===== src/hdl/cpsr_pkg.sv =====
// shared constants and types for the column power sum reduction unit
package cpsr_pkg;

  // parameter defaults
  localparam int MAX_COLUMNS_DEF     = 1024;
  localparam int MAX_POWER_LEVEL_DEF = 3;
  localparam int PAD_MULTIPLE_DEF    = 16;

  // field and register widths
  localparam int DATA_W     = 32;
  localparam int SUM_W      = 48;
  localparam int AXIS_W     = 12;
  localparam int AXIS_CFG_W = 13;
  localparam int AXIS_LIMIT = 4096;
  localparam int SLICE_W    = 11;
  localparam int POWER_W    = 2;
  localparam int CFG_W      = 13;
  localparam int CFG_IDX_W  = 3;
  localparam int SQ_W       = 2;

  // register indexes
  localparam logic [CFG_IDX_W-1:0] REG_POWER_LEVEL = 3'd0;
  localparam logic [CFG_IDX_W-1:0] REG_AXIS_ZERO   = 3'd1;
  localparam logic [CFG_IDX_W-1:0] REG_AXIS_ONE    = 3'd2;
  localparam logic [CFG_IDX_W-1:0] REG_AXIS_TWO    = 3'd3;
  localparam logic [CFG_IDX_W-1:0] REG_SLICE_LEN   = 3'd4;

  // register reset values
  localparam logic [POWER_W-1:0]    POWER_RESET = 2'd1;
  localparam logic [AXIS_CFG_W-1:0] AXIS_RESET  = 13'd1;
  localparam logic [SLICE_W-1:0]    SLICE_RESET = 11'd16;

  // request queue between front and back
  localparam int QUEUE_DEPTH = 4;

  // last index along each reduced axis
  typedef struct packed {
    logic [AXIS_W-1:0] zero_last;
    logic [AXIS_W-1:0] one_last;
    logic [AXIS_W-1:0] two_last;
  } axis_last_t;

  // classification of one request
  typedef struct packed {
    logic first_row;
    logic final_row;
    logic last_col;
  } flags_t;

endpackage


===== src/hdl/cpsr_queue.sv =====
// small request queue that decouples the front end from the back end
module cpsr_queue import cpsr_pkg::*; #(
  parameter int W     = 8,
  parameter int DEPTH = QUEUE_DEPTH
) (
  input  logic         clk,
  input  logic         rst,
  input  logic         push,
  input  logic [W-1:0] push_data,
  output logic         full,
  input  logic         pop,
  output logic         head_valid,
  output logic [W-1:0] head_data
);

  localparam int PTR_W = (DEPTH > 1) ? $clog2(DEPTH) : 1;
  localparam int CNT_W = $clog2(DEPTH + 1);

  logic [W-1:0]     slots [DEPTH];
  logic [PTR_W-1:0] wr_ptr;
  logic [PTR_W-1:0] rd_ptr;
  logic [CNT_W-1:0] count;

  assign full       = (count == CNT_W'(DEPTH));
  assign head_valid = (count != '0);
  assign head_data  = slots[rd_ptr];

  // storage
  always_ff @(posedge clk) begin
    if (push) begin
      slots[wr_ptr] <= push_data;
    end
  end

  // pointers and fill count
  always_ff @(posedge clk) begin
    if (rst) begin
      wr_ptr <= '0;
      rd_ptr <= '0;
      count  <= '0;
    end else begin
      if (push) begin
        wr_ptr <= (wr_ptr == PTR_W'(DEPTH - 1)) ? '0 : wr_ptr + PTR_W'(1);
      end
      if (pop) begin
        rd_ptr <= (rd_ptr == PTR_W'(DEPTH - 1)) ? '0 : rd_ptr + PTR_W'(1);
      end
      if (push && !pop) begin
        count <= count + CNT_W'(1);
      end else if (pop && !push) begin
        count <= count - CNT_W'(1);
      end
    end
  end

endmodule


===== config.mk =====
export PLATFORM = sky130hd
export DESIGN_NAME = cpsr_queue
export DESIGN_NICKNAME = d
export VERILOG_FILES = /design/src/hdl/cpsr_pkg.sv /design/src/hdl/cpsr_queue.sv
export SDC_FILE = /design/constraint.sdc
export NUM_CORES = 1
export LEC_CHECK = 0
export BUFFER_PORTS_ARGS = -buffer_cell sky130_fd_sc_hd__buf_2
export CORE_MARGIN = 4
export CORE_UTILIZATION = 45
export CTS_CLUSTER_DIAMETER = 50
export CTS_CLUSTER_SIZE = 28
export DETAILED_ROUTE_END_ITERATION = 6
export HOLD_SLACK_MARGIN = 0.03
export SLEW_MARGIN = 25
export SYNTH_ARGS = -nofsm -noshare
export SYNTH_HDL_FRONTEND = slang
export SYNTH_SLANG_ARGS = --single-unit
export TNS_END_PERCENT = 5

===== constraint.sdc =====
create_clock -name clk -period 3.05 [get_ports clk]
set_input_delay 0.305 -clock clk [delete_from_list [all_inputs] [get_ports clk]]
set_output_delay 0.305 -clock clk [all_outputs]
set_load 0.02 [all_outputs]

# Yosys cells after proc, flatten, opt, wreduce, memory -nomap -nowiden
# Memories as Yosys holds them, arrays and structs flattened. A register that Yosys moved wholly into a read port is not among the register bits.
# Index checks and enable logic that the tools add are counted.
[classes]
n_addsub = 4
n_eq_ne = 3
n_mux = 8
n_reduce_logical = 6
[op_table]
columns = ["cell", "n"]
rows = [
  ["2-bit two-way mux", 4],
  ["3-bit two-way mux", 2],
  ["2-bit by 1-bit adder with 2-bit output, second input constant", 2],
  ["2-bit == test, second input constant", 2],
  ["3-bit by 1-bit adder with 3-bit output, second input constant", 1],
  ["3-bit == test, second input constant", 1],
  ["3-bit nonzero test", 1],
  ["3-bit by 1-bit subtractor with 3-bit output, second input constant", 1],
  ["1-bit logical AND", 2],
  ["1-bit zero test", 2],
  ["1-bit two-way mux", 2],
  ["2-bit nonzero test", 1],
]
[word_totals]
register_bits = 7
mem_bits_rw = 32
in_bits = 12
elab_cells = 25
n_memories = 1
[mem_list]
columns = ["memory", "depth", "word_bits", "read_ports", "rd_ports_with_merged_regs", "wr", "line_no", "text"]
rows = [
  ["slots", 4, 8, 1, 1, 1, "cpsr_queue.sv:19", "logic [W-1:0] slots [DEPTH];"],
]

# Longest topological paths before layout
# Gate-level depths: netlist (run 1).
[depth]
word_depth = 4
mapped_depth = 7
mapped_depth_nobuf = 7

# Least setup slack after synthesis (run 1)
# No wires, ideal clock.
[synth_timing]
kind = "in2reg"
from = "input pop"
to = "register count[2]"
arrival_ns = 1.497
path_slack_ns = 1.483
cell_stages = 7
path_buffers = 0
cell_sequence = "inv_1 ha_1 inv_1 fa_1 xor2_1 or3_1 a21oi_1"
[synth_between]
elab_chain_cells = 3
[synth_rtl]
columns = ["item", "line_no", "text"]
rows = [
  ["from (decl)", "cpsr_queue.sv:11", "input logic pop,"],
  ["1-bit zero test", "cpsr_queue.sv:48", "if (push && !pop) begin"],
  ["1-bit logical AND", "cpsr_queue.sv:48", ""],
  ["3-bit two-way mux or 2-bit nonzero test (tied branches)", "--", ""],
  ["to (signal assigned)", "cpsr_queue.sv:49", "count <= count + CNT_W'(1);"],
  ["to (signal assigned)", "cpsr_queue.sv:51", "count <= count - CNT_W'(1);"],
  ["to (decl)", "cpsr_queue.sv:22", "logic [CNT_W-1:0] count;"],
]
# Several ways; a longest one is shown, not always the timed one.
# A chain may end at the register's enable or synchronous reset.

==> summary.md, run 1 <==
The run finished with clean final reports. Clock tree synthesis found a total of 41 sinks. The worst-margin pin slew was 0.556 ns; the count of mapped cells out of synthesis was 86.

The number of antenna violations at the first check in global routing is 0, and the number of diodes added for antenna fixing is 0. The tightest min-delay check is of the input pin to register type. The final worst hold slack was 0.167 ns; the endpoint required time on the critical path was 2.74 ns. The initial cell density of the core was 0.472. The largest clock skew in the final design is 0.00622 ns, and the core footprint is 3390 µm².

The layer with the highest usage after global routing is met2. The logs give 821 for the number of global-route vias before repair and 0 for the max-slew violation count. The tools report the met3 demand-to-capacity share in global routing as 0.0582.

The first-pass GRT wire length is 4080 µm. Total number of vias: 790. The flip-flop and latch count after synthesis is 41. Area added between synthesis and finish: 12.4%.

The multiplexer share of the synthesized area was 0.138. Among all stages on the critical path, the largest delay is contributed by dfxtp_1. Summed over all failing endpoints, the final setup total negative slack is 0 ns. The tools report the count of endpoints failing hold in the final timing report as 0.

Endpoint kind of the worst setup timing path: an output pin. The number of hold buffers added after CTS was 0; the worst supply voltage drop on vdd was 0.000330 V. The global-route met2 utilization was 0.205. The total clock buffers created by CTS was 5. The initialized floorplan defines 21 standard-cell rows. The count of buffer and inverter cells on the critical path was 1. The tools report the aggregate global-route resource usage as 0.131.

The clock network latency to the later pin of the worst-skew pair was 0.34 ns; the height of the chip was 67.6 µm. The synthesized netlist contains 16 unique library cells. The run gives 0.714 as the share of synthesized area occupied by flip-flops and latches. The tools report the root buffer cell as clkbuf_4.

The worst path in the final design needs a cycle of 2.09 ns, including I/O delays and setup. In this run the tool buffered the top-level ports with 21 buffer cells. In the routed design, unresolved DRC markers number 0. For this block, the initial DRC count from the detailed router was 55. In this run the post-CTS setup repair buffer count came out at 0. The global routing met1 resource utilization came out at 0.157. The proportion of layout cells with a drive suffix above 1 was 0.319; the power density over cell area was 585 nW/µm².

For the count of final setup violators, the log shows 0. The combinational family with the most area after synthesis was multiplexers. Complex-gate fraction of the synthesized area: 0.00939.

Summed over all layers, the routed wires come to 2510 µm. The completed layout was analyzed and its total power is 1050 µW. The first-pass iteration count of the detailed router was 4. Setup repair after global routing left no endpoint under its margin.

When the netlist entered floorplanning its net count stood at 105. Walking the worst path, the cells encountered are mux4_2 -> buf_2. The kind of cell with the highest combined delay along the critical path is flip-flops. The number of gates resized after CTS was 0. Dividing the detail-routed wire length by the instance count gives 15.8 µm. In this design, the stage delay of the slowest critical-path cell is 0.69 ns. The die covers 4570 µm². The post-synthesis xor/xnor area fraction was 0.0110.

The run gives 1.59 ns as the slack of the worst reg-to-reg path. TritonCTS built the clock tree. During I/O placement, the number of pins put on the boundary was 22. For the remaining global-route overflow, the log shows 0. The run gives 0.629 as the headroom to the max-slew limit. For this design the static power due to leakage is 0.000668 µW. The worst setup path is launched from a register. The register clock-pin slew on the reported worst setup and hold paths was 0.11 ns; the synthesized area per cell was 18.6 µm².

Post-route clock period utilization: 0.687. The run gives 13 as the maximum number of pins on one net before global-route repair. The synthesized netlist occupies a cell area of 1600 µm².

Along the worst path, the maximum fanout reaches 8. The finished layout holds 159 standard cells, fillers aside. The area fraction in and, or, nand and nor cells after synthesis was 0.0493. The width of the die was 67.6 µm.

For the worst setup path, the data arrival time is 1.79 ns. The count of nets left with antenna violations once routing finished came out at 0. The congestion estimate from routability-driven global placement came to 0.681. No sink is reached through more buffers than the 2 on the longest clock path. For this run, the number of Yosys warnings is 0.

After detailed routing, the number of vias per cell comes to 4.97. Detailed placement ended at an HPWL of 1760 µm. In the final design database the tool counted 131 nets.

Number of levels in the clock H-tree: 2. The worst setup path is of the register to output pin kind. The adder-cell share of the synthesized area was 0.0595. Including well taps, the total number of placed cells is 151.

The maximum clock frequency is 477 MHz, and the number of max-cap violations is 0.
layer usage:
layer,wire length (µm),vias up
met1,1030,391
li1,-,374
met5,0,-
met4,42,0
met2,1290,20
met3,150,5
layout make-up:
cell class,count,area (µm²)
inverter,4,15.0
multi-input combinational,39,427
tap,46,57.6
clock buffer,6,41.3
fill,277,1590
timing repair buffer,21,105
clock inverter,2,10.0
sequential,41,1140
logic make-up after synthesis:
logic type	Yosys count
buffers and inverters	6
and+or+nand+nor	15
xor gates and xnor gates	2
muxes	12
AOI/OAI and AO/OA	3
adders and majority gates	7
DFF	41
through the flow:
| step | utilization | cell area [µm²] | setup slack [ns] |
|---|---|---|---|
| detailed placement | 0.515 | 1750 | 1.27 |
| global route | 0.530 | 1800 | 0.808 |
| floorplan | - | 1600 | 1.48 |
| finish | 0.530 | 1800 | 0.955 |
| global placement | 0.515 | 1750 | 1.29 |
| CTS | 0.530 | 1800 | 0.882 |
worst paths after layout:
| path | depth (start not counted) | endpoint | from |
|---|---|---|---|
| worst max-delay path | 2 | head_data[6] | register |
| worst min-delay path | 1 | slots[1][4] | push_data[4] |
| worst max register to register | 4 | count[2] | count[0] |
| worst min register to register | 2 | count[2] | count[2] |
cell usage in the layout, fill, tap and decap left out, types with 2 or more instances in the layout:
cell type / instances
buf_2: 21
xor2_1: 2
mux4_2: 8
or3_1: 2
clkbuf_4: 5
ha_1: 6
mux2i_1: 4
inv_1: 4
dfxtp_1: 9
edfxtp_1: 32
a21oi_1: 2
nor3b_1: 2
nor2_1: 7
and2_1: 4
clkinv_2: 2
Yosys cell counts:
cell       n  share of area
nor3b_1    2         0.0094
edfxtp_1  32           0.60
clkbuf_2   1         0.0031
a21oi_1    2         0.0063
o21ai_0    1         0.0031
ha_1       6          0.047
inv_1      4         0.0094
mux4_2     8           0.11
nor2_1     7          0.016
mux2i_1    4          0.025
and2_1     4          0.016
fa_1       1          0.013
dfxtp_1    9           0.11
xor2_1     2          0.011
or3_1      2         0.0078
buf_6      1         0.0070
state kept, by name (all words and copies together) (netlist names), named ones only:
register	flops
wr_ptr	2
count	3
rd_ptr	2
slots	32
report_power, final:
part / leakage, µW / internal, µW / switching (µW) / total [µW]
sequential: 0.000368 / 635 / 23.7 / 659
combinational: 0.000268 / 63.0 / 76.3 / 139
clock: 0.0000320 / 88.0 / 165 / 253
(Power assumes the default switching activity.)
==> run 2, diff against run 1 <==
==> constraint.sdc (replaced) <==
create_clock -name clk -period 2.2 [get_ports clk]
set_input_delay 0.22 -clock clk [delete_from_list [all_inputs] [get_ports clk]]
set_output_delay 0.22 -clock clk [all_outputs]
set_load 0.02 [all_outputs]
==> run 2 against run 1 <==
Effect of this change:
- register-to-register slack got worse by 0.85 ns
- clock power is 81% higher
- critical path depth up 1
- cell count increased by 0.63%
- sequential share of layout area is 1.1 points lower
- clock skew about the same
- die area unchanged
- critical endpoint unchanged
==> summary.md, run 2 (synthesis gave the netlist of run 1 again) <==
The first detailed-routing pass took 4 iterations. The max-slew violation count came out at 0. The average wire per standard cell is 15.0 µm, and the iteration-0 DRC count of the detailed router is 29. The height of the chip was 67.6 µm; the endpoint required time on the critical path was 1.98 ns. The post-route clock period utilization is 0.808, and the number of nets in the layout is 132. STA classifies the critical path startpoint as a register. The tools report the number of max-cap violations as 0.

Leaving out fill and tap cells, the most frequent cells in the layout are edfxtp_1, buf_2, dfxtp_1, mux4_2, nor2_1. The area added between synthesis and finish was 14.3%. Setup repair after global routing left no endpoint under its margin.

The logs give 0.129 for the aggregate global-route resource usage and 2 for the worst-case clock buffer depth. Category of the most critical setup path: register to output pin. Post-CTS resize count: 0. For this design, the slowest cell found on the critical path is mux4_2.

TritonCTS built the clock tree. The data arrival at the endpoint of the critical path was 1.56 ns; the power density over cell area was 855 nW/µm². Entering global routing, the biggest net connects 13 pins.

The die covers 4570 µm². The proportion of layout cells with a drive suffix above 1 works out to 0.316. The tools report the headroom to the max-slew limit as 0.703. The repair_antennas step left the layout with diodes totalling 0.

The number of primary I/O pins was 22; the number of levels in the clock H-tree was 2. The design draws 1560 µW. The HPWL after detailed placement is 1720 µm, and the layout filler cell count is 289.

The count of final setup violators is 0, and the hold path depth is 1. In this run the remaining antenna-violating nets after routing total 0. The tools report the root buffer cell as clkbuf_4. The total clock buffers created by CTS is 5. The maximum fanout encountered on the critical timing path is 8, and the clock net sink count is 41. The total overflow left after global routing is 0. Leaving out fill and tap cells, the most frequent cell in the layout is edfxtp_1. Summed over all cells, the static leakage comes to 0.000681 µW. The worst setup path is captured at an output pin.

Core footprint: 3390 µm². The number of global-route vias before repair was 821. The run finished with clean final reports.

The setup TNS was 0 ns; the count of endpoints failing hold in the final timing report was 0. The global placer's final weighted congestion was 0.663. Total number of vias: 790. IR analysis of the VDD net gives a maximum drop of 0.000423 V.

In the routed design, unresolved DRC markers number 0. Buffers added to address setup during post-CTS repair amount to 0. The logs give 21 for the number of placement rows and 0 for the number of hold buffers added after CTS.

The tools report the number of antenna violations at the first check in global routing as 0. The post-detailed-routing wire length is 2400 µm. The peak per-stage delay on the critical path was 0.52 ns.

After layout, the minimum clock period comes to 1.78 ns. First-pass GRT wire length: 4000 µm. The later pin in the worst-skew pair is clocked with a latency of 0.34 ns. The critical path goes through buf_4 -> mux4_2 -> buf_2.

The floorplan step set the die width to 67.6 µm. Dividing the detail-routed via count by the number of cells gives 4.94. Path depth of the worst reg2reg path: 4. Register clock-pin slew on the reported worst setup and hold paths: 0.11 ns. The number of buffer cells added on primary ports is 21, and the initial cell density of the core is 0.472.

The path class of the tightest hold or removal check is input pin to register. The largest register by flop count is slots. The flip-flop count of the largest register after layout was 32. Derived from the worst setup path, the maximum achievable clock frequency is 563 MHz.

The largest clock skew in the final design came out at 0.00629 ns. The largest registers in the layout are slots x32, count x3. For the pin with the worst max-slew slack, the measured transition is 0.446 ns.
run 2: cell count changes in the layout (fill, tap and decap cells not counted), sizes merged:
cell    change
clkinv      -1
bufinv      +1
buf         +1
run 2: area by class of cell:
class	count	area [µm²]	share of cell area
Sequential cell	41	1140	0.624
Multi-Input combinational cell	39	427	0.233
Tap cell	46	57.6	0.0315
Clock buffer	6	41.3	0.0226
Clock inverter	2	33.8	0.0185
Timing Repair Buffer	22	113	0.0616
Inverter	4	15.0	0.00821
run 2: power breakdown:
| part | leakage, µW | switching, µW | internal [µW] |
|---|---|---|---|
| registers | 0.000368 | 27.0 | 880 |
| clock network | 0.0000399 | 220 | 237 |
| logic | 0.000273 | 110 | 89.2 |
| total | 0.000681 | 357 | 1210 |
run 2: through the flow:
stage	hold WS, ns	setup slack [ns]	std cells	util	cell area [µm²]
floorplan	0.289	0.718	86	-	1600
global placement	0.434	0.542	152	0.517	1750
detailed placement	0.440	0.515	152	0.517	1750
CTS	0.0756	0.369	160	0.539	1830
global route	0.0603	0.309	160	0.539	1830
finish	0.0923	0.423	160	0.539	1830
run 2: path summary, 6_finish.rpt:
kind	from	endpoint	slack (ns)
worst min register to register	count[2]	count[2]	0.51
worst min-delay path	push_data[6]	slots[3][6]	0.09
worst max-delay path	register	head_data[6]	0.42
worst max register to register	count[0]	count[2]	0.74
run 2: critical path, delay by kind of cell (launching register included):
kind	cells	cell delay, ns
multiplexers	1	0.52
buffers and inverters	2	0.38
flip-flops	1	0.32
run 2: per-layer routing:
metal  vias to the layer above  GRT usage  routed length (µm)
li1                        378          -                   -
met1                       388      0.150                 969
met2                        18      0.207                1260
met3                         6     0.0616                 130
met4                         0     0.0456                  40
met5                         -          0                   0
