--- config.mk ---
export PLATFORM = sky130hd
export DESIGN_NAME = cpsr_front
export DESIGN_NICKNAME = d
export VERILOG_FILES = /design/src/hdl/cpsr_pkg.sv /design/src/hdl/cpsr_front.sv
export SDC_FILE = /design/constraint.sdc
export NUM_CORES = 1
export LEC_CHECK = 0
export BUFFER_PORTS_ARGS = -buffer_cell sky130_fd_sc_hd__clkbuf_2
export CAP_MARGIN = 5
export CORE_UTILIZATION = 40
export CTS_BUF_LIST = sky130_fd_sc_hd__clkbuf_16
export DETAILED_ROUTE_END_ITERATION = 10
export PLACE_DENSITY = 0.67
export SLEW_MARGIN = 20
export SYNTH_ARGS = -nofsm -noshare
export SYNTH_HDL_FRONTEND = slang
export SYNTH_SLANG_ARGS = --single-unit
--- constraint.sdc ---
create_clock -name clk -period 2.95 [get_ports clk]
set_clock_uncertainty 0.05 [all_clocks]
set_input_delay 0.59 -clock clk [delete_from_list [all_inputs] [get_ports clk]]
set_output_delay 0.59 -clock clk [all_outputs]
set_load 0.1 [all_outputs]
--- src/hdl/cpsr_pkg.sv ---
// shared constants and types for the column power sum reduction unit
package cpsr_pkg;

  // parameter defaults
  localparam int MAX_COLUMNS_DEF     = 1024;
  localparam int MAX_POWER_LEVEL_DEF = 3;
  localparam int PAD_MULTIPLE_DEF    = 16;

  // field and register widths
  localparam int DATA_W     = 32;
  localparam int SUM_W      = 48;
  localparam int AXIS_W     = 12;
  localparam int AXIS_CFG_W = 13;
  localparam int AXIS_LIMIT = 4096;
  localparam int SLICE_W    = 11;
  localparam int POWER_W    = 2;
  localparam int CFG_W      = 13;
  localparam int CFG_IDX_W  = 3;
  localparam int SQ_W       = 2;

  // register indexes
  localparam logic [CFG_IDX_W-1:0] REG_POWER_LEVEL = 3'd0;
  localparam logic [CFG_IDX_W-1:0] REG_AXIS_ZERO   = 3'd1;
  localparam logic [CFG_IDX_W-1:0] REG_AXIS_ONE    = 3'd2;
  localparam logic [CFG_IDX_W-1:0] REG_AXIS_TWO    = 3'd3;
  localparam logic [CFG_IDX_W-1:0] REG_SLICE_LEN   = 3'd4;

  // register reset values
  localparam logic [POWER_W-1:0]    POWER_RESET = 2'd1;
  localparam logic [AXIS_CFG_W-1:0] AXIS_RESET  = 13'd1;
  localparam logic [SLICE_W-1:0]    SLICE_RESET = 11'd16;

  // request queue between front and back
  localparam int QUEUE_DEPTH = 4;

  // last index along each reduced axis
  typedef struct packed {
    logic [AXIS_W-1:0] zero_last;
    logic [AXIS_W-1:0] one_last;
    logic [AXIS_W-1:0] two_last;
  } axis_last_t;

  // classification of one request
  typedef struct packed {
    logic first_row;
    logic final_row;
    logic last_col;
  } flags_t;

endpackage

--- src/hdl/cpsr_front.sv ---
// front end: accepts elements, tracks column and row position, tags each request
module cpsr_front import cpsr_pkg::*; #(
  parameter int COL_W = $clog2(MAX_COLUMNS_DEF)
) (
  input  logic              clk,
  input  logic              rst,
  input  logic              in_valid,
  output logic              in_stall,
  input  logic [DATA_W-1:0] element_value,
  input  logic [COL_W-1:0]  pad_last,
  input  axis_last_t        axis_last,
  input  logic              q_full,
  output logic              push,
  output logic [DATA_W-1:0] push_value,
  output logic [COL_W-1:0]  push_col,
  output flags_t            push_flags
);

  logic [COL_W-1:0]  column_counter;
  logic [AXIS_W-1:0] row_counter_a;
  logic [AXIS_W-1:0] row_counter_b;
  logic [AXIS_W-1:0] row_counter_c;
  logic [COL_W-1:0]  col;
  logic              end_row;
  logic              end_a;
  logic              end_b;
  logic              end_c;

  // handshake straight onto the queue
  assign in_stall = q_full;
  assign push     = in_valid && !q_full;

  // position decode; counters past a shrunk limit end at once
  assign end_row = (column_counter >= pad_last);
  assign col     = end_row ? pad_last : column_counter;
  assign end_a   = (row_counter_a >= axis_last.two_last);
  assign end_b   = (row_counter_b >= axis_last.one_last);
  assign end_c   = (row_counter_c >= axis_last.zero_last);

  assign push_value           = element_value;
  assign push_col             = col;
  assign push_flags.first_row = (row_counter_a == '0) && (row_counter_b == '0) &&
                                (row_counter_c == '0);
  assign push_flags.final_row = end_a && end_b && end_c;
  assign push_flags.last_col  = end_row;

  // column and row counters
  always_ff @(posedge clk) begin
    if (rst) begin
      column_counter <= '0;
      row_counter_a  <= '0;
      row_counter_b  <= '0;
      row_counter_c  <= '0;
    end else if (push) begin
      if (!end_row) begin
        column_counter <= col + COL_W'(1);
      end else begin
        column_counter <= '0;
        if (!end_a) begin
          row_counter_a <= row_counter_a + AXIS_W'(1);
        end else begin
          row_counter_a <= '0;
          if (!end_b) begin
            row_counter_b <= row_counter_b + AXIS_W'(1);
          end else begin
            row_counter_b <= '0;
            if (!end_c) begin
              row_counter_c <= row_counter_c + AXIS_W'(1);
            end else begin
              row_counter_c <= '0;
            end
          end
        end
      end
    end
  end

endmodule

Yosys cells after proc, flatten, opt, wreduce, memory -nomap -nowiden
Index checks and enable logic that the tools add are counted.

Output and inout bits: 47. Bits of input ports: 82. Word-level logic and storage cells: 29. Register bits: 46.

Muxes and demuxes: 5. Add/subtract/negate cells: 4. Reduce and logical (&&, ||, !) cells: 12. Magnitude comparators: 4.

Operator list (count): $add A12 B1 Y12 const B (3); $ge A12 B12 Y1 (3); $logic_not A12 Y1 (3); $mux W12 (3); $mux W10 (2); $add A10 B1 Y10 const B (1); $ge A10 B10 Y1 (1); $logic_and A1 B1 Y1 (5); $reduce_and A4 Y1 (1); $reduce_and A3 Y1 (1); $reduce_and A2 Y1 (1); $logic_not A1 Y1 (1).

Depth between registers and ports, before layout
Gate-level depths: netlist of the first run.

Depth after elaboration: 4. Mapped depth: 15. Depth with buffers taken out: 14.

Worst setup path after synthesis of the first run
OpenSTA, ideal clock, no wires.

Kind: input to register. From: input pad_last[7]. To: register column_counter[8]. Setup slack: -2.520 ns. Path buffers: 1. Library setup time: 0.070 ns. Data arrival time: 5.349 ns. Required time: 2.830 ns. Stages on the path: 14. Cell sequence: inv_1 > ha_1 > a211o_1 > o211ai_1 > o311a_4 > nand2_2 > buf_1 > o21ai_0 > ha_1 > nand2_1 > inv_1 > o21ai_0 > or3_1 > a21oi_1.

Longest elaborated chain between the ends: 4.

RTL lines: from (decl) (RTL line cpsr_front.sv:10) `input logic [COL_W-1:0] pad_last,`; $ge A10 B10 Y1 (RTL line cpsr_front.sv:34) `assign end_row = (column_counter >= pad_last);`; net end_row (RTL line cpsr_front.sv:24) `logic end_row;`; $mux W10 (RTL line cpsr_front.sv:35) `assign col = end_row ? pad_last : column_counter;`; net push_col[0] (RTL line cpsr_front.sv:15) `output logic [COL_W-1:0] push_col,`; $add A10 B1 Y10 (RTL line cpsr_front.sv:56) `column_counter <= col + COL_W'(1);`; $mux W10 (RTL line cpsr_front.sv:55) `if (!end_row) begin`; to (signal assigned) (RTL line cpsr_front.sv:56); to (decl) (RTL line cpsr_front.sv:19) `logic [COL_W-1:0] column_counter;`.

The timed path passes the listed nets, and every way through them passes these cells. A chain may end at the register's enable or synchronous reset.

Worst setup path in the final report of the first run
From: input pad_last[6]. To: output push_col[2].

Longest elaborated chain between the ends: 2.

RTL lines (RTL line): $ge A10 B10 Y1 (cpsr_front.sv:34); $mux W10 (cpsr_front.sv:35); to (decl) (cpsr_front.sv:15).

Every way passes these cells.

==> impl_metrics.env, run 1 <==
export IMPL_status="finished, final reports clean"
export IMPL_worst_path_max_fanout=7
export IMPL_fin_crit_sh_pct=98.3
export IMPL_multiInputGateArea_mm2=0.00268
export IMPL_ioPinCount=129
export IMPL_die_area_mm2=0.0101
export IMPL_grt_usage_pct=18.7
export IMPL_diodes=0
export IMPL_synth_edf_count=0
export IMPL_yosys_top_cells_count="inv_1 (57), ha_1 (53), nor2_1 (50)"
export IMPL_hold_buffers=0
export IMPL_ys_seq_elements=46
export IMPL_leakagePower_nw=2.36
export IMPL_netlist_area_mm2=0.00389
export IMPL_synth_async_sr_flop_share_pct=0
export IMPL_insertion_delay_ns=0.29
export IMPL_vias=3659
export IMPL_initial_core_util_pct=41.7
export IMPL_synth_flop_cell="dfxtp_1"
export IMPL_dr_first_iter_drc_count=163
export IMPL_place_gp_congestion=0.830
export IMPL_max_cap_violations=0
export IMPL_power_density_mw_per_mm2=274
export IMPL_numClockSinks=46
export IMPL_dp_cells=685
export IMPL_yosysTopAreaCellShare_pct=23.7
export IMPL_cts_buffers=5
export IMPL_dpl_hpwl_mm=7.41
export IMPL_path_class="in2out"
export IMPL_final_cells=699
export IMPL_syn_num_nets=631
export IMPL_reg2reg_slack_ns=0.22
export IMPL_r2r_cells=13
export IMPL_viasPerCell=5.23
export IMPL_slew_headroom_pct=59.6
export IMPL_clockRootBuffer="clkbuf_16"
export IMPL_wl_per_cell_um=13.5
export IMPL_final_layout_size_suffix_gt1_share_pct=29.6
export IMPL_grt_pass1_wl_mm=15.4
export IMPL_wirelength_mm=9.45
export IMPL_drtPass1Iterations=4
export IMPL_r2r_start="column_counter[7]"
export IMPL_yosys_warnings=0
export IMPL_synthTopCellsByArea="dfxtp_1 (24%), ha_1 (17%), buf_4 (6.8%), inv_1 (5.5%), nor2_1 (4.8%)"
export IMPL_htreeDepth=2
export IMPL_synth_most_common_cell="inv_1"
export IMPL_fmax_mhz=345
export IMPL_whs_ns=0.452
export IMPL_clk_pin_slew_ns=0.07
export IMPL_cts_tree="built"
export IMPL_fill_cells=858
export IMPL_yosysUniqueCellTypes=52
export IMPL_cp_end_kind="primary output"
export IMPL_synth_cells=496
export IMPL_portBuffers=64
export IMPL_ys_seq_area_share_pct=23.7
export IMPL_syn_area_per_cell_um2=7.84
export IMPL_worstPathRequired_ns=2.31
export IMPL_whs_path_depth=2
export IMPL_min_from="column_counter[1]"
export IMPL_min_path_type="reg2reg"
export IMPL_core_mm2=0.00933
export IMPL_rows=35
export IMPL_reg2reg_to="column_counter[8]"
export IMPL_die_h_um=101
export IMPL_worst_pin_slew_ns=0.602
export IMPL_whs_endpoint="column_counter[1]"
export IMPL_finalSetupViolations=0
export IMPL_hold_viol=0
export IMPL_grt_ovfl_total=0
export IMPL_antenna_found_initial=0
export IMPL_ant_nets=0
export IMPL_grt_max_degree=15
export IMPL_syn2layout_area_growth_pct=29.5
export IMPL_start_kind="input pin"
export IMPL_ir_worst_vdd_mv=0.207
export IMPL_route_detailed_drc=0
export IMPL_finalCriticalPeriod_ns=2.90
export IMPL_drv_slew=0
export IMPL_grt_pass1_vias=3443
export IMPL_die_x_um=101
export IMPL_regArea_um2=927
export IMPL_rsz0062_at_grt="true"
export IMPL_cp_arrival_ns=2.26
export IMPL_synth_largest_area_cell="dfxtp_1"
export IMPL_nNetsFinal=704
export IMPL_clock_tree_buffer_depth=2
==> what timing repair did <==
action	4_1_cts	5_1_grt
resized for setup	9	25
setup endpoints to repair	10	11
buffers inserted	2	3
cloned	0	1
pin swaps	5	10
==> placed cells by master (no fill, tap or decap), types with 3 or more instances in the layout <==
cell type and instances:
o21a_1 3, nand2_1 29, nor2b_1 6, a211oi_1 5, and3_1 8, nand3_1 18
inv_1 53, mux2_4 8, nand2b_1 5, clkbuf_16 5, ha_4 5, nor2_1 50
buf_4 44, nand2b_4 3, clkbuf_2 50, nand4_1 22, ha_1 47, nor4_1 7
nor3_1 13, dfxtp_1 41, xnor2_1 8, inv_2 5, buf_12 15, a21oi_1 24
xor2_1 20, o21ai_0 13, dfxtp_2 5, o211ai_1 4, or3_1 7
==> worst max path at each step <==
stage,cells past startpoint,endpoint,slack [ns],startpoint
after floorplan,14,column_counter[8],-0.36,pad_last[7]
after global placement,8,push_flags[1],-0.34,axis_last[24]
after detailed placement,8,push_flags[1],-0.33,axis_last[24]
after CTS,8,push_col[2],0.003,pad_last[8]
after global routing,7,push_flags[1],-0.02,row_counter_a[0]
final,8,push_col[2],0.05,pad_last[6]
==> cells by family (layout without fill, tap and decap cells) <==
logic type      after synthesis  in the layout  share of synthesized area, %
flops                        46             46                          23.7
mux                           9              9                          2.61
buf+inv                     103            176                          13.6
compound gates               74             74                          12.6
fa+ha+maj                    53             53                          17.1
simple gates                183            184                          24.1
xor+xnor                     28             28                          6.31
==> power by group <==
group          total (W)  internal [W]  switching (W)  leakage (nW)
clock network   0.000556      0.000311       0.000245        0.0750
registers       0.000625      0.000623     0.00000193         0.373
logic           0.000198     0.0000918       0.000106          1.92
==> flip-flops by register name (all words and copies together), names as in the netlist <==
| register | flops |
|---|---|
| row_counter_b | 12 |
| row_counter_a | 12 |
| row_counter_c | 12 |
| column_counter | 10 |
==> stage by stage <==
step                      instance area, um2  setup TNS [ns]  power (W)  util (%)  setup WS [ns]
final                                   5030               0    0.00138      53.9         0.0516
after global routing                    5030         -0.0328    0.00143      53.9        -0.0249
after CTS                               4880               0    0.00137      52.3        0.00338
after detailed placement                4680           -1.31   0.000820      50.2         -0.331
after global placement                  4680           -1.00   0.000813      50.2         -0.343
after floorplan                         3990          -0.866   0.000939         -         -0.364
==> worst max-delay path: stages <==
cell	delay (ns)
clkbuf_2	0.10
inv_1	0.04
ha_2	0.32
nand4_4	0.10
o311a_4	0.46
nand2_8	0.14
mux2_4	0.33
buf_12	0.17
==> routing by layer <==
| layer | routed length (um) | GRT usage (%) | vias up |
|---|---|---|---|
| met5 | 0 | 0 | - |
| met4 | 139 | 3.57 | 0 |
| met3 | 306 | 3.19 | 15 |
| met2 | 4840 | 34.7 | 71 |
| met1 | 4160 | 22.7 | 1739 |
| li1 | - | - | 1834 |
==> final cells by class <==
type                       instances  share of cell area [%]
timing repair buffer             110                    17.7
clock inverter                     3                   0.348
multi-input combinational        348                    53.3
inverter                          58                    4.48
tap                              129                    3.21
sequential                        46                    18.4
clock buffer                       5                    2.49
Note: power is estimated with default switching activity, not from simulation.
==> inputs of run 2 (changes only) <==
BUFFER_PORTS_ARGS = default   (was -buffer_cell sky130_fd_sc_hd__clkbuf_2)
DONT_BUFFER_PORTS = 1   (was default)
PLACE_DENSITY = 0.55   (was 0.67)
==> run 2 against run 1 <==
Net effect: core utilization down 5.0 points; first-iteration DRC count is 55% lower; flip-flop and latch count unchanged; maximum frequency decreased by 0.21%; sequential power is essentially flat; combinational power decreased by 35%; register-to-register slack worse by 0.03 ns; worst hold slack worse by 0.14 ns; worst setup slack got worse by 0.0062 ns; final cell count shrank 9.6%; global-route usage shrank 0.18 points; clock power is 1% higher.
==> impl_metrics.env, run 2 (synthesis gave the netlist of run 1 again) <==
export IMPL_leakagePower_nw=2.04
export IMPL_regArea_um2=930
export IMPL_grt_usage_pct=18.5
export IMPL_rows=35
export IMPL_clock_tree_buffer_depth=2
export IMPL_cp_arrival_ns=2.26
export IMPL_start_kind="register"
export IMPL_grt_pass1_vias=3269
export IMPL_worstPathRequired_ns=2.31
export IMPL_fill_cells=924
export IMPL_diodes=0
export IMPL_layout_common_cells="inv_1 (53), nor2_1 (50), ha_1 (48)"
export IMPL_numClockSinks=46
export IMPL_route_detailed_drc=0
export IMPL_finalSetupViolations=0
export IMPL_syn2layout_area_growth_pct=17.4
export IMPL_power_density_mw_per_mm2=288
export IMPL_final_layout_size_suffix_gt1_share_pct=20.3
export IMPL_fmax_mhz=344
export IMPL_dpl_hpwl_mm=7.21
export IMPL_die_x_um=101
export IMPL_final_common_cell="inv_1"
export IMPL_power_w=0.00131
export IMPL_worst_path_max_fanout=3
export IMPL_p_clk_share_pct=42.9
export IMPL_hold_viol=0
export IMPL_grt_ovfl_total=0
export IMPL_ir_worst_vdd_mv=0.195
export IMPL_antenna_found_initial=0
export IMPL_wirelength_mm=9.08
export IMPL_status="finished, final reports clean"
export IMPL_dr_first_iter_drc_count=73
export IMPL_p_int_w=0.000987
export IMPL_combPwrFrac_pct=9.7
export IMPL_insertion_delay_ns=0.29
export IMPL_htreeDepth=2
export IMPL_cts_buffers=5
export IMPL_viasPerCell=5.30
export IMPL_place_gp_congestion=0.778
export IMPL_ant_nets=0
export IMPL_p_seq_share_pct=47.4
export IMPL_rsz0062_at_grt="true"
export IMPL_fin_crit_sh_pct=98.5
export IMPL_wl_per_cell_um=14.4
export IMPL_slew_headroom_pct=63.2
export IMPL_multiInputGateArea_mm2=0.00261
export IMPL_cp_end_kind="primary output"
export IMPL_grt_pass1_wl_mm=15.1
export IMPL_worst_pin_slew_ns=0.546
export IMPL_core_mm2=0.00933
export IMPL_max_cap_violations=0
export IMPL_initial_core_util_pct=41.7
export IMPL_clk_pin_slew_ns=0.07
export IMPL_die_h_um=101
export IMPL_die_area_mm2=0.0101
export IMPL_dp_cells=616
export IMPL_nNetsFinal=637
export IMPL_sw_frac_of_total_pct=24.9
export IMPL_vias=3352
export IMPL_biggestRegsByFlops="row_counter_a x12, row_counter_b x12, row_counter_c x12"
export IMPL_drtPass1Iterations=4
export IMPL_final_cells=632
export IMPL_finalCriticalPeriod_ns=2.90
export IMPL_grt_max_degree=16
export IMPL_clockRootBuffer="clkbuf_16"
export IMPL_ioPinCount=129
export IMPL_min_path_type="in2reg"
export IMPL_portBuffers=0
export IMPL_cts_tree="built"
export IMPL_path_class="reg2out"
export IMPL_switching_power_w=0.000327
export IMPL_drv_slew=0
run 2: cell types whose count changed in the layout (fill, tap and decap cells not counted), moves of 2 or more:
| cell | previous run | this run |
|---|---|---|
| clkbuf_2 | 50 | 0 |
| buf_4 | 44 | 30 |
| mux2_2 | 0 | 6 |
| mux2_4 | 8 | 2 |
| buf_12 | 15 | 12 |
| ha_4 | 5 | 3 |
| nand2b_4 | 3 | 1 |
run 2: path summary, 6_finish.rpt:
path              depth (start not counted)  slack (ns)              start                 to
setup / recovery                          8        0.05   row_counter_c[0]      push_flags[1]
setup reg to reg                         13        0.19  column_counter[6]  column_counter[8]
hold / removal                            1        0.31                rst  column_counter[3]
hold reg to reg                           2        0.45  column_counter[1]  column_counter[1]
run 2: final cells by class:
cell class,instances,area share [%]
multi-input cells,347,57.2
flip-flops and latches,46,20.4
repair buffers,44,10.7
inverters,58,4.94
well taps,129,3.54
clock buffers,5,2.74
clock inverters,3,0.466
run 2: metrics by stage:
step	setup TNS, ns	utilization (%)	area (um2)	setup WS (ns)	hold WS (ns)
floorplan	-0.866	-	3990	-0.364	0.411
global placement	-0.0986	45.5	4240	-0.0986	0.437
detailed placement	-0.185	45.5	4240	-0.172	0.435
CTS	0	47.6	4440	0.00405	0.305
global route	-0.0244	48.9	4560	-0.0244	0.299
finish	0	48.9	4560	0.0453	0.309
run 2: layer usage:
| layer | vias up | global-route usage [%] | wire (um) |
|---|---|---|---|
| li1 | 1710 | - | - |
| met1 | 1556 | 23.6 | 4160 |
| met2 | 73 | 32.1 | 4370 |
| met3 | 13 | 3.74 | 443 |
| met4 | 0 | 4.46 | 96 |
| met5 | - | 0 | 0 |
run 2: timing repair:
| item | CTS | global route |
|---|---|---|
| gates resized for setup | 10 | 16 |
| pin swaps | 5 | 11 |
| hold buffers | 0 | 0 |
| buffers inserted | 1 | 7 |
| endpoints found under the hold margin | 0 | 0 |
| endpoints found under the setup margin | 10 | 11 |
run 2: critical path, cell delays in order (launching register included):
cell and delay [ns]:
dfxtp_2 0.35, inv_2 0.06, ha_4 0.20, nand2b_4 0.13, a211o_1 0.33, a2111oi_4 0.43
o31ai_4 0.13, and3_4 0.19, buf_12 0.16
run 2: power groups by stage:
stage / clock (W) / combinational, W / sequential (W)
global route: 0.000602 / 0.000144 / 0.000623
global placement: 0 / 0.000114 / 0.000638
finish: 0.000563 / 0.000128 / 0.000623
detailed placement: 0 / 0.000118 / 0.000638
CTS: 0.000577 / 0.000121 / 0.000624
floorplan: 0 / 0.000301 / 0.000638
